<file path="src/rtl/core/assert_macros.svh">
// Assertion macros shared by the restart limit RTL.
`ifndef ASSERT_MACROS_SVH
`define ASSERT_MACROS_SVH

// Check a property on every clock edge outside reset.
`define ASSERT_CLK(lbl, clk, rst_n, prop, msg) \
    lbl: assert property (@(posedge clk) disable iff (!(rst_n)) (prop)) \
        else $error(msg);

// Check a property on every clock edge, reset included.
`define ASSERT_ALWAYS(lbl, clk, prop, msg) \
    lbl: assert property (@(posedge clk) (prop)) else $error(msg);

`endif

</file>
<file path="src/rtl/core/lrl_pkg.sv">
// Shared constants and types for the restart conflict limit block.
package lrl_pkg;

    // Field widths
    localparam int GF_BITS       = 16;
    localparam int BASE_BITS     = 20;
    localparam int CFG_BITS      = 20;
    localparam int EXP_OUT_BITS  = 16;
    localparam int IDX_IN_BITS   = 16;
    localparam int LIMIT_BITS    = 31;
    localparam int MUL_BITS      = 20;

    // Parameter defaults
    localparam int DEF_INDEX_BITS = 16;
    localparam int DEF_FRAC_BITS  = 12;

    // Register indexes
    typedef logic [1:0] t_cfg_idx;
    localparam t_cfg_idx CFG_LUBY_MODE = 2'd0;
    localparam t_cfg_idx CFG_BASE      = 2'd1;
    localparam t_cfg_idx CFG_GROWTH    = 2'd2;

    // Reset values
    localparam logic                 RST_LUBY_MODE = 1'b1;
    localparam logic [BASE_BITS-1:0] RST_BASE      = 20'd100;
    localparam logic [GF_BITS-1:0]   RST_GROWTH    = 16'd8192;

    // Largest limit, 2^31-1
    localparam logic [LIMIT_BITS-1:0] LIMIT_MAX = {LIMIT_BITS{1'b1}};

endpackage

</file>
<file path="src/rtl/core/lrl_luby.sv">
// Luby exponent finder: one grow or reduce step per cycle.
`include "assert_macros.svh"

module lrl_luby
    import lrl_pkg::*;
#(
    parameter int INDEX_BITS = DEF_INDEX_BITS
) (
    input  logic                  i_clk,
    input  logic                  i_rst_n,
    input  logic                  i_start,
    input  logic                  i_luby_mode,
    input  logic [INDEX_BITS-1:0] i_index,
    output logic                  o_done,
    output logic [INDEX_BITS-1:0] o_exponent
);

    localparam logic [1:0] L_IDLE   = 2'd0;
    localparam logic [1:0] L_GROW   = 2'd1;
    localparam logic [1:0] L_REDUCE = 2'd2;

    logic [1:0]            r_state, n_state;
    logic                  r_done, n_done;
    logic [INDEX_BITS-1:0] r_x, n_x;
    logic [INDEX_BITS:0]   r_size, n_size;
    logic [INDEX_BITS-1:0] r_seq, n_seq;
    logic [INDEX_BITS:0]   w_half;
    logic [INDEX_BITS:0]   w_x_ext;

    assign w_x_ext = {1'b0, r_x};
    assign w_half  = r_size >> 1;

    // Step the subsequence search
    always_comb begin
        n_state = r_state;
        n_done  = 1'b0;
        n_x     = r_x;
        n_size  = r_size;
        n_seq   = r_seq;
        unique case (r_state)
            L_IDLE: begin
                if (i_start) begin
                    if (i_luby_mode) begin
                        n_x     = i_index;
                        n_size  = (INDEX_BITS+1)'(1);
                        n_seq   = '0;
                        n_state = L_GROW;
                    end else begin
                        n_seq  = i_index;
                        n_done = 1'b1;
                    end
                end
            end
            L_GROW: begin
                // widen until the subsequence holds the index
                if (w_x_ext >= r_size) begin
                    n_size = {r_size[INDEX_BITS-1:0], 1'b1};
                    n_seq  = r_seq + 1'b1;
                end else begin
                    n_state = L_REDUCE;
                end
            end
            L_REDUCE: begin
                if (r_size - 1'b1 == w_x_ext) begin
                    n_done  = 1'b1;
                    n_state = L_IDLE;
                end else begin
                    // halve and take the remainder by one compare and subtract
                    n_size = w_half;
                    n_seq  = r_seq - 1'b1;
                    if (w_half == '0) begin
                        n_done  = 1'b1;
                        n_state = L_IDLE;
                    end else if (w_x_ext >= w_half) begin
                        n_x = r_x - w_half[INDEX_BITS-1:0];
                    end
                end
            end
            default: begin
                n_state = L_IDLE;
            end
        endcase
    end

    always_ff @(posedge i_clk) begin
        if (!i_rst_n) begin
            r_state <= L_IDLE;
            r_done  <= 1'b0;
        end else begin
            r_state <= n_state;
            r_done  <= n_done;
        end
        r_x    <= n_x;
        r_size <= n_size;
        r_seq  <= n_seq;
    end

    assign o_done     = r_done;
    assign o_exponent = r_seq;

    `ASSERT_CLK(a_reduce_in_range, i_clk, i_rst_n, (r_state == L_REDUCE) |-> (r_size > w_x_ext), "luby index left its subsequence")

endmodule

</file>
<file path="src/rtl/core/lrl_smul.sv">
// Serial shift-add multiplier: one multiplier bit per cycle, LSB first.
`include "assert_macros.svh"

module lrl_smul
    import lrl_pkg::*;
#(
    parameter int ACC_W = DEF_FRAC_BITS + 32
) (
    input  logic                      i_clk,
    input  logic                      i_rst_n,
    input  logic                      i_start,
    input  logic [ACC_W-1:0]          i_a,
    input  logic [MUL_BITS-1:0]       i_b,
    output logic                      o_done,
    output logic [ACC_W+MUL_BITS-1:0] o_prod
);

    localparam int PW = ACC_W + MUL_BITS;
    localparam int CW = $clog2(MUL_BITS);

    logic                r_busy;
    logic                r_done;
    logic [CW-1:0]       r_cnt;
    logic [ACC_W-1:0]    r_a;
    logic [MUL_BITS-1:0] r_mlt;
    logic [PW-1:0]       r_prod;
    logic [ACC_W:0]      w_sum;

    // Add the multiplicand into the upper half when the current bit is set
    assign w_sum = {1'b0, r_prod[PW-1:MUL_BITS]} + (r_mlt[0] ? {1'b0, r_a} : '0);

    always_ff @(posedge i_clk) begin
        if (!i_rst_n) begin
            r_busy <= 1'b0;
            r_done <= 1'b0;
            r_cnt  <= '0;
        end else begin
            r_done <= 1'b0;
            if (i_start) begin
                r_busy <= 1'b1;
                r_cnt  <= '0;
            end else if (r_busy) begin
                r_cnt <= r_cnt + 1'b1;
                if (r_cnt == CW'(MUL_BITS - 1)) begin
                    r_busy <= 1'b0;
                    r_done <= 1'b1;
                end
            end
        end
        // load operands, then shift the product right one bit per step
        if (i_start) begin
            r_a    <= i_a;
            r_mlt  <= i_b;
            r_prod <= '0;
        end else if (r_busy) begin
            r_mlt  <= r_mlt >> 1;
            r_prod <= {w_sum, r_prod[MUL_BITS-1:1]};
        end
    end

    assign o_done = r_done;
    assign o_prod = r_prod;

    `ASSERT_CLK(a_no_start_busy, i_clk, i_rst_n, r_busy |-> !i_start, "multiply started while busy")

endmodule

</file>
<file path="src/rtl/core/luby_restart_limit_top.sv">
// Top level of the restart conflict limit generator.
// Each request takes a restart index and returns one conflict limit, the
// exponent used and a saturation flag; one request is worked on at a time.
// A request's result turns valid in the cycle before the earliest edge that
// can accept the next one. The Luby exponent search makes one grow or
// reduce step per cycle; in geometric mode the index is the exponent. The
// growth factor multiplications number at most the exponent, and they end
// early once the power reaches the 2^31 cap or stops changing. Each
// multiplication runs on one serial shift-add unit that consumes one
// multiplier bit per cycle (MUL_BITS = 20). A finished result waits in an
// output register while the next request is taken. If that register is
// still full when the next result is ready, the block holds the input
// stalled until the register frees up.
`include "assert_macros.svh"

module luby_restart_limit_top
    import lrl_pkg::*;
#(
    parameter int INDEX_BITS = DEF_INDEX_BITS,
    parameter int FRAC_BITS  = DEF_FRAC_BITS
) (
    input  logic                    i_clk,
    input  logic                    i_rst_n,
    // configuration writes
    input  logic                    i_cfg_we,
    input  t_cfg_idx                i_cfg_idx,
    input  logic [CFG_BITS-1:0]     i_cfg_data,
    // request side
    input  logic                    i_in_valid,
    output logic                    o_in_stall,
    input  logic [IDX_IN_BITS-1:0]  i_restart_index,
    // result side
    output logic                    o_out_valid,
    input  logic                    i_out_stall,
    output logic [LIMIT_BITS-1:0]   o_conflict_limit,
    output logic [EXP_OUT_BITS-1:0] o_exponent,
    output logic                    o_saturated
);

    localparam int ACC_W = FRAC_BITS + 32;
    localparam int PW    = ACC_W + MUL_BITS;
    localparam int EXT_W = (INDEX_BITS > IDX_IN_BITS) ? INDEX_BITS : IDX_IN_BITS;
    localparam int XW    = (EXT_W > EXP_OUT_BITS) ? EXT_W : EXP_OUT_BITS;

    localparam logic [ACC_W-1:0] ACC_ONE = {{(ACC_W-1){1'b0}}, 1'b1} << FRAC_BITS;
    localparam logic [ACC_W-1:0] ACC_CAP =
        {{(ACC_W-1){1'b0}}, 1'b1} << (LIMIT_BITS + FRAC_BITS);

    localparam logic [2:0] S_IDLE = 3'd0;
    localparam logic [2:0] S_EXP  = 3'd1;
    localparam logic [2:0] S_PCHK = 3'd2;
    localparam logic [2:0] S_PMUL = 3'd3;
    localparam logic [2:0] S_LMUL = 3'd4;
    localparam logic [2:0] S_OUT  = 3'd5;

    logic [2:0]             r_state;
    logic                   r_luby_mode;
    logic [BASE_BITS-1:0]   r_base;
    logic [GF_BITS-1:0]     r_gf;
    logic [ACC_W-1:0]       r_acc;
    logic [INDEX_BITS-1:0]  r_cnt;
    logic [INDEX_BITS-1:0]  r_exp;
    logic [LIMIT_BITS-1:0]  r_lim;
    logic                   r_sat;
    logic                   r_out_valid;
    logic [LIMIT_BITS-1:0]  r_out_limit;
    logic [EXP_OUT_BITS-1:0] r_out_exp;
    logic                   r_out_sat;

    logic                   w_accept;
    logic [EXT_W-1:0]       w_idx_ext;
    logic [INDEX_BITS-1:0]  w_idx;
    logic                   w_exp_done;
    logic [INDEX_BITS-1:0]  w_exp_val;
    logic                   w_mul_start;
    logic [MUL_BITS-1:0]    w_mul_b;
    logic                   w_mul_done;
    logic [PW-1:0]          w_prod;
    logic [PW-1:0]          w_shift;
    logic                   w_slot_free;
    logic [XW-1:0]          w_exp_ext;

    assign w_accept    = i_in_valid && (r_state == S_IDLE);
    assign w_idx_ext   = EXT_W'(i_restart_index);
    assign w_idx       = w_idx_ext[INDEX_BITS-1:0];
    assign w_shift     = w_prod >> FRAC_BITS;
    assign w_slot_free = !r_out_valid || !i_out_stall;
    assign w_exp_ext   = XW'(r_exp);

    // Multiply by the factor while steps remain, else by the base interval
    assign w_mul_start = (r_state == S_PCHK);
    assign w_mul_b     = (r_cnt == '0) ? MUL_BITS'(r_base) : MUL_BITS'(r_gf);

    lrl_luby #(
        .INDEX_BITS (INDEX_BITS)
    ) u_luby (
        .i_clk       (i_clk),
        .i_rst_n     (i_rst_n),
        .i_start     (w_accept),
        .i_luby_mode (r_luby_mode),
        .i_index     (w_idx),
        .o_done      (w_exp_done),
        .o_exponent  (w_exp_val)
    );

    lrl_smul #(
        .ACC_W (ACC_W)
    ) u_smul (
        .i_clk   (i_clk),
        .i_rst_n (i_rst_n),
        .i_start (w_mul_start),
        .i_a     (r_acc),
        .i_b     (w_mul_b),
        .o_done  (w_mul_done),
        .o_prod  (w_prod)
    );

    // Hold configuration registers
    always_ff @(posedge i_clk) begin
        if (!i_rst_n) begin
            r_luby_mode <= RST_LUBY_MODE;
            r_base      <= RST_BASE;
            r_gf        <= RST_GROWTH;
        end else if (i_cfg_we) begin
            unique case (i_cfg_idx)
                CFG_LUBY_MODE: r_luby_mode <= i_cfg_data[0];
                CFG_BASE:      r_base      <= i_cfg_data[BASE_BITS-1:0];
                CFG_GROWTH:    r_gf        <= i_cfg_data[GF_BITS-1:0];
                default: begin
                end
            endcase
        end
    end

    // Sequence exponent, power steps and final scaling
    always_ff @(posedge i_clk) begin
        if (!i_rst_n) begin
            r_state     <= S_IDLE;
            r_out_valid <= 1'b0;
        end else begin
            // raise valid when a result is stored, drop it once taken
            if (r_state == S_OUT && w_slot_free) begin
                r_out_valid <= 1'b1;
            end else if (r_out_valid && !i_out_stall) begin
                r_out_valid <= 1'b0;
            end
            unique case (r_state)
                S_IDLE: begin
                    if (w_accept) begin
                        r_state <= S_EXP;
                    end
                end
                S_EXP: begin
                    if (w_exp_done) begin
                        r_state <= S_PCHK;
                    end
                end
                S_PCHK: begin
                    r_state <= (r_cnt == '0) ? S_LMUL : S_PMUL;
                end
                S_PMUL: begin
                    if (w_mul_done) begin
                        r_state <= S_PCHK;
                    end
                end
                S_LMUL: begin
                    if (w_mul_done) begin
                        r_state <= S_OUT;
                    end
                end
                S_OUT: begin
                    if (w_slot_free) begin
                        r_state <= S_IDLE;
                    end
                end
                default: begin
                    r_state <= S_IDLE;
                end
            endcase
        end

        // datapath registers
        if (r_state == S_EXP && w_exp_done) begin
            r_exp <= w_exp_val;
            r_cnt <= w_exp_val;
            r_acc <= ACC_ONE;
        end
        if (r_state == S_PMUL && w_mul_done) begin
            // clamp at the cap, stop at a fixed point, else advance
            if (w_shift >= PW'(ACC_CAP)) begin
                r_acc <= ACC_CAP;
                r_cnt <= '0;
            end else if (w_shift == PW'(r_acc)) begin
                r_cnt <= '0;
            end else begin
                r_acc <= w_shift[ACC_W-1:0];
                r_cnt <= r_cnt - 1'b1;
            end
        end
        if (r_state == S_LMUL && w_mul_done) begin
            if (w_shift > PW'(LIMIT_MAX)) begin
                r_lim <= LIMIT_MAX;
                r_sat <= 1'b1;
            end else begin
                r_lim <= w_shift[LIMIT_BITS-1:0];
                r_sat <= 1'b0;
            end
        end
        if (r_state == S_OUT && w_slot_free) begin
            r_out_limit <= r_lim;
            r_out_exp   <= w_exp_ext[EXP_OUT_BITS-1:0];
            r_out_sat   <= r_sat;
        end
    end

    assign o_in_stall       = (r_state != S_IDLE);
    assign o_out_valid      = r_out_valid;
    assign o_conflict_limit = r_out_limit;
    assign o_exponent       = r_out_exp;
    assign o_saturated      = r_out_sat;

    `ASSERT_CLK(a_mul_done_state, i_clk, i_rst_n, w_mul_done |-> (r_state == S_PMUL || r_state == S_LMUL), "multiply result arrived outside a multiply state")
    `ASSERT_CLK(a_acc_capped, i_clk, i_rst_n, (r_state == S_PCHK) |-> (r_acc <= ACC_CAP), "power accumulator above cap")

endmodule

</file>
<file path="config.mk">
export PLATFORM = sky130hd
export DESIGN_NAME = luby_restart_limit_top
export DESIGN_NICKNAME = d
export VERILOG_FILES = /design/src/rtl/core/lrl_pkg.sv /design/src/rtl/core/lrl_luby.sv /design/src/rtl/core/lrl_smul.sv /design/src/rtl/core/luby_restart_limit_top.sv
export VERILOG_INCLUDE_DIRS = /design/src /design/src/rtl/core
export SDC_FILE = /design/constraint.sdc
export NUM_CORES = 1
export LEC_CHECK = 0
export ABC_AREA = 1
export ABC_CLOCK_PERIOD_IN_PS = 15500
export BUFFER_PORTS_ARGS = -buffer_cell sky130_fd_sc_hd__buf_2
export CAP_MARGIN = 20
export CORE_UTILIZATION = 25
export CTS_CLUSTER_DIAMETER = 200
export DETAILED_ROUTE_END_ITERATION = 6
export SYNTH_ARGS = -nofsm -noshare
export SYNTH_HDL_FRONTEND = slang
export SYNTH_HIERARCHICAL = 1
export SYNTH_SLANG_ARGS = --single-unit
</file>
<file path="constraint.sdc">
create_clock -name i_clk -period 15.5 [get_ports i_clk]
set_clock_uncertainty 0.2 [all_clocks]
set_input_delay 2.325 -clock i_clk [delete_from_list [all_inputs] [get_ports i_clk]]
set_output_delay 2.325 -clock i_clk [all_outputs]
set_load 0.01 [all_outputs]
</file>
* After elaboration in Yosys (flattened, before gate mapping)
Index checks and enable logic that the tools add are counted.
** Word-level totals
- Bits in registers :: 384
- Logic and storage cells :: 145
- Bits of input ports :: 43
- Output and inout bits :: 50
** Cells by class
- Reductions and logical operators :: 30
- Bitwise logic cells :: 2
- Multiplexer cells :: 53
- Equal/unequal tests :: 25
- $add $sub $neg :: 7
- Order comparisons :: 4
** Operators with widths (number)
- $mux 44 :: 5
- $mux 16 :: 13
- $mux 17 :: 4
- $mux 20 :: 3
- $eq 52x44->1 :: 1
- $ge 52x44->1 const B :: 1
- $gt 52x31->1 const B :: 1
- $pmux 17 s3 :: 1
- $pmux 16 s3 :: 1
- $add 44x45->45 :: 1
- $pmux 16 s2 :: 1
- $sub 16x1->16 const B :: 2
- $mux 3 :: 6
- $pmux 3 s6 :: 1
- $eq 17x16->1 :: 1
- $ge 16x17->1 :: 1
- $logic_not 17->1 :: 1
- $sub 17x1->17 const B :: 1
- $add 16x1->16 const B :: 1
- $ge 16x16->1 :: 1
- $logic_not 16->1 :: 1
- $sub 16x16->16 :: 1
- $ne 2x1->1 const B :: 7
- $mux 1 :: 11
- other kinds (26) :: 54

* Depth between registers and ports, before layout
- Depth in word-level cells :: 6
- Mapped depth :: 20
- Gate-level depth less buffers :: 18

* Modules after synthesis
Netlist, hierarchy kept.
** Modules (own cells, without submodules)
- lrl_smul :: instances 1, cells an instance 1266, seq. area each 3343.2 um^2, area an instance 8644.5 um^2
- luby_restart_limit_top :: instances 1, cells an instance 953, seq. area each 5064.9 um^2, area an instance 8535.7 um^2
- lrl_luby :: instances 1, cells an instance 619, seq. area each 1531.5 um^2, area an instance 4669.5 um^2

* Worst setup path after synthesis
OpenSTA, ideal clock, no wires.
- Path type :: reg2reg
- Start point :: register, netlist name r_state[1]
- End point :: register u_smul.r_mlt[0] (enable)
- Path buffers :: 1
- Period minus slack after synthesis :: 5.718 ns
- Slack :: 9.782 ns
- Required time :: 14.908 ns
- Stages on the path, launching flop included :: 6
- Arrival time :: 5.126 ns
- Setup time :: 0.392 ns
- Cells stage by stage :: dfxtp_1 -> inv_1 -> nor3_1 -> nor2_2 -> inv_1 -> clkbuf_1
** RTL lines
- end signal, assigned :: RTL line lrl_smul.sv:53 : r_mlt <= i_b;
- end signal, assigned :: RTL line lrl_smul.sv:56 : r_mlt <= r_mlt >> 1;
- end, declared :: RTL line lrl_smul.sv:25 : logic [MUL_BITS-1:0] r_mlt;

==> flow_summary.ini <==
[sta]
slew_headroom_pct = 27.8
setup_slack_ns = 11.64
fin_crit_ns = 3.86
min_period_over_period_pct = 24.9
setup_viol = 0
rsz0062_at_grt = no
maxSlewViolCount = 0
fmax_mhz = 259
worst_slew_pin_slew_ns = 1.08
holdWs_ns = 0.214
hold_viol_final = 0
fin_setup_tns_ns = 0

[layout]
area_delta_synth_final_pct = 14.5
antennaDiodeCount = 0
drive_gt1_share_pct = 10.4
final_net_count = 3031
stdcell_area_mm2 = 0.0246

[detailed_routing]
viasPerCell = 4.41
routed_wl_um = 59800
wire_per_inst_um = 14.7
drc_errors = 0
m1WireLength_um = 27900
top_layer_used = met4
drtIter0Drc = 1346
wl_met2_um = 27300
vias = 17900
dr.pass1.iters = 5
ant_nets = 0
route.met3.wl_um = 3260

[floorplan]
core_area_mm2 = 0.0851
fp-row-count = 107
dieArea_mm2 = 0.0871
die_y_um = 295
start_util_pct = 25.2
ios = 93
die_w_um = 295

[clock_tree]
clkSinkCount = 372
cts_setup_buffers = 0
cts_tree = yes
postCtsHoldBufs = 0
clock_tree.buffer_depth = 3
clock_latency_ns = 0.57
cts_root_buf = clkbuf_16
cts_resized = 0
path_clk_slew_ns = 0.06
cts_buffers = 42
htreeDepth = 2

[global_routing]
grt_usage_pct = 13.6
antenna_found_initial = 4
grt_pass1_vias = 16600
grt_pass1_wl_um = 92800
grt_overflow = 0
grt_max_degree = 96

[placement]
post_dp_cell_area_mm2 = 0.0232
place_congestion = 0.898
hpwl_um = 44600
pre_cts_ws_ns = 11.30
io_buffer_count = 92

[worst_hold_path]
min_from = r_lim[12]
whs_endpoint = o_conflict_limit[12]
worstHoldPathCells = 0
hold_class = register to register

[critical_path]
path_max_fanout = 5
rr_startpoint = u_luby/r_state[0]
setup.worst_path.start_class = register
startpoint = r_state[1]
path_class = register to output port
arrival_ns = 1.33
r2r_cells = 19
worstSetupEndpointType = output port
regToRegEndpoint = u_luby/o_exponent[12]
crit_required_ns = 12.98
regToRegSetupSlack_ns = 12.14

[power_and_ir_drop]
leakagePower_nw = 11.4
irDropWorstVdd_mv = 0.106
power_frac_comb_pct = 41.7
p_sw_share_pct = 42.0
power_density_mw_per_mm2 = 176
clkPwrFrac_pct = 23.5
internal-power_mw = 2.52
p_total_mw = 4.34
seq_power_share_pct = 34.8
power.switching_mw = 1.82

[logic_synthesis]
yosysWarnings = 6
synth_area_mm2 = 0.0215
syn_nets = 2945
synthCells = 2802
avgSynthCellArea_um2 = 7.67

[status]
status = finished, final reports clean

[job]
timing.max_cap.violations = 0
[layer usage]
metal	vias to the layer above	GRT usage, %
li1	9102	-
met3	81	1.72
met4	0	3.83
met1	8282	18.7
met2	465	22.4
met5	-	0
[per-stage QoR]
stage,util [%],cells
2_1_floorplan,-,2802
3_3_place_gp,27.2,3988
3_5_place_dp,27.2,3988
4_1_cts,28.9,4066
5_1_grt,28.9,4066
6_report,28.9,4066
[placed cells by master, fill, tap and decap left out, types with 3 or more instances in the layout]
master	n
clkinv_2	4
or2_2	23
nand3_2	14
o21ai_0	107
buf_4	14
dfxtp_1	146
o22ai_1	22
nand4_1	23
clkinvlp_4	3
a32o_1	5
fa_1	3
nand2_1	880
xnor2_1	44
nand2_2	26
clkinv_1	16
a22o_1	5
inv_1	386
buf_2	92
nor2_4	14
ha_1	97
o211ai_1	4
a211oi_1	6
a21oi_1	93
a31oi_1	8
a21o_1	6
clkbuf_16	43
nor4_1	8
o21ai_1	3
clkbuf_1	10
nand3_1	102
mux2_2	16
xor2_1	35
nor2_2	28
edfxtp_1	225
bufinv_16	5
inv_2	9
nand3b_1	8
o21bai_1	6
nor2_1	342
nor3_1	18
[sequential cells by signal, indices dropped and copies added, names as in the netlist, 17 cells and up]
signal,count
u_smul/r_a,44
u_smul/r_mlt,20
r_base,20
u_luby/r_size,17
u_smul/o_prod,52
r_acc,44
o_conflict_limit,31
r_lim,31
[worst max-delay path by stage]
stage	to	slack [ns]
global route	o_in_stall	11.56
global placement	r_gf[0]	11.29
detailed placement	r_gf[0]	11.30
floorplan	u_smul/r_mlt[0]	9.88
CTS	o_in_stall	11.62
finish	o_in_stall	11.64
[worst max-delay path, stage by stage, from the launching register on]
cell,delay (ns)
dfxtp_1,0.44
nor2_1,0.08
nand2_1,0.11
buf_2,0.14
[layout make-up]
type                       count  area [um2]
clock buffer                  54        1130
timing repair buffer         107         586
inverter                     404        1520
tap                         1144        1430
clock inverter                24         278
sequential                   372        9700
fill                        9289       60500
multi-input combinational   1961        9960
[power groups by stage]
stage / registers (mW) / clock network [mW] / logic (mW)
after floorplan: 1.43 / 0 / 1.35
after global routing: 1.53 / 1.08 / 2.05
after global placement: 1.52 / 0 / 1.76
final: 1.51 / 1.02 / 1.81
after detailed placement: 1.53 / 0 / 1.78
after CTS: 1.51 / 1.05 / 1.79
Power figures use the tool's default switching activity.
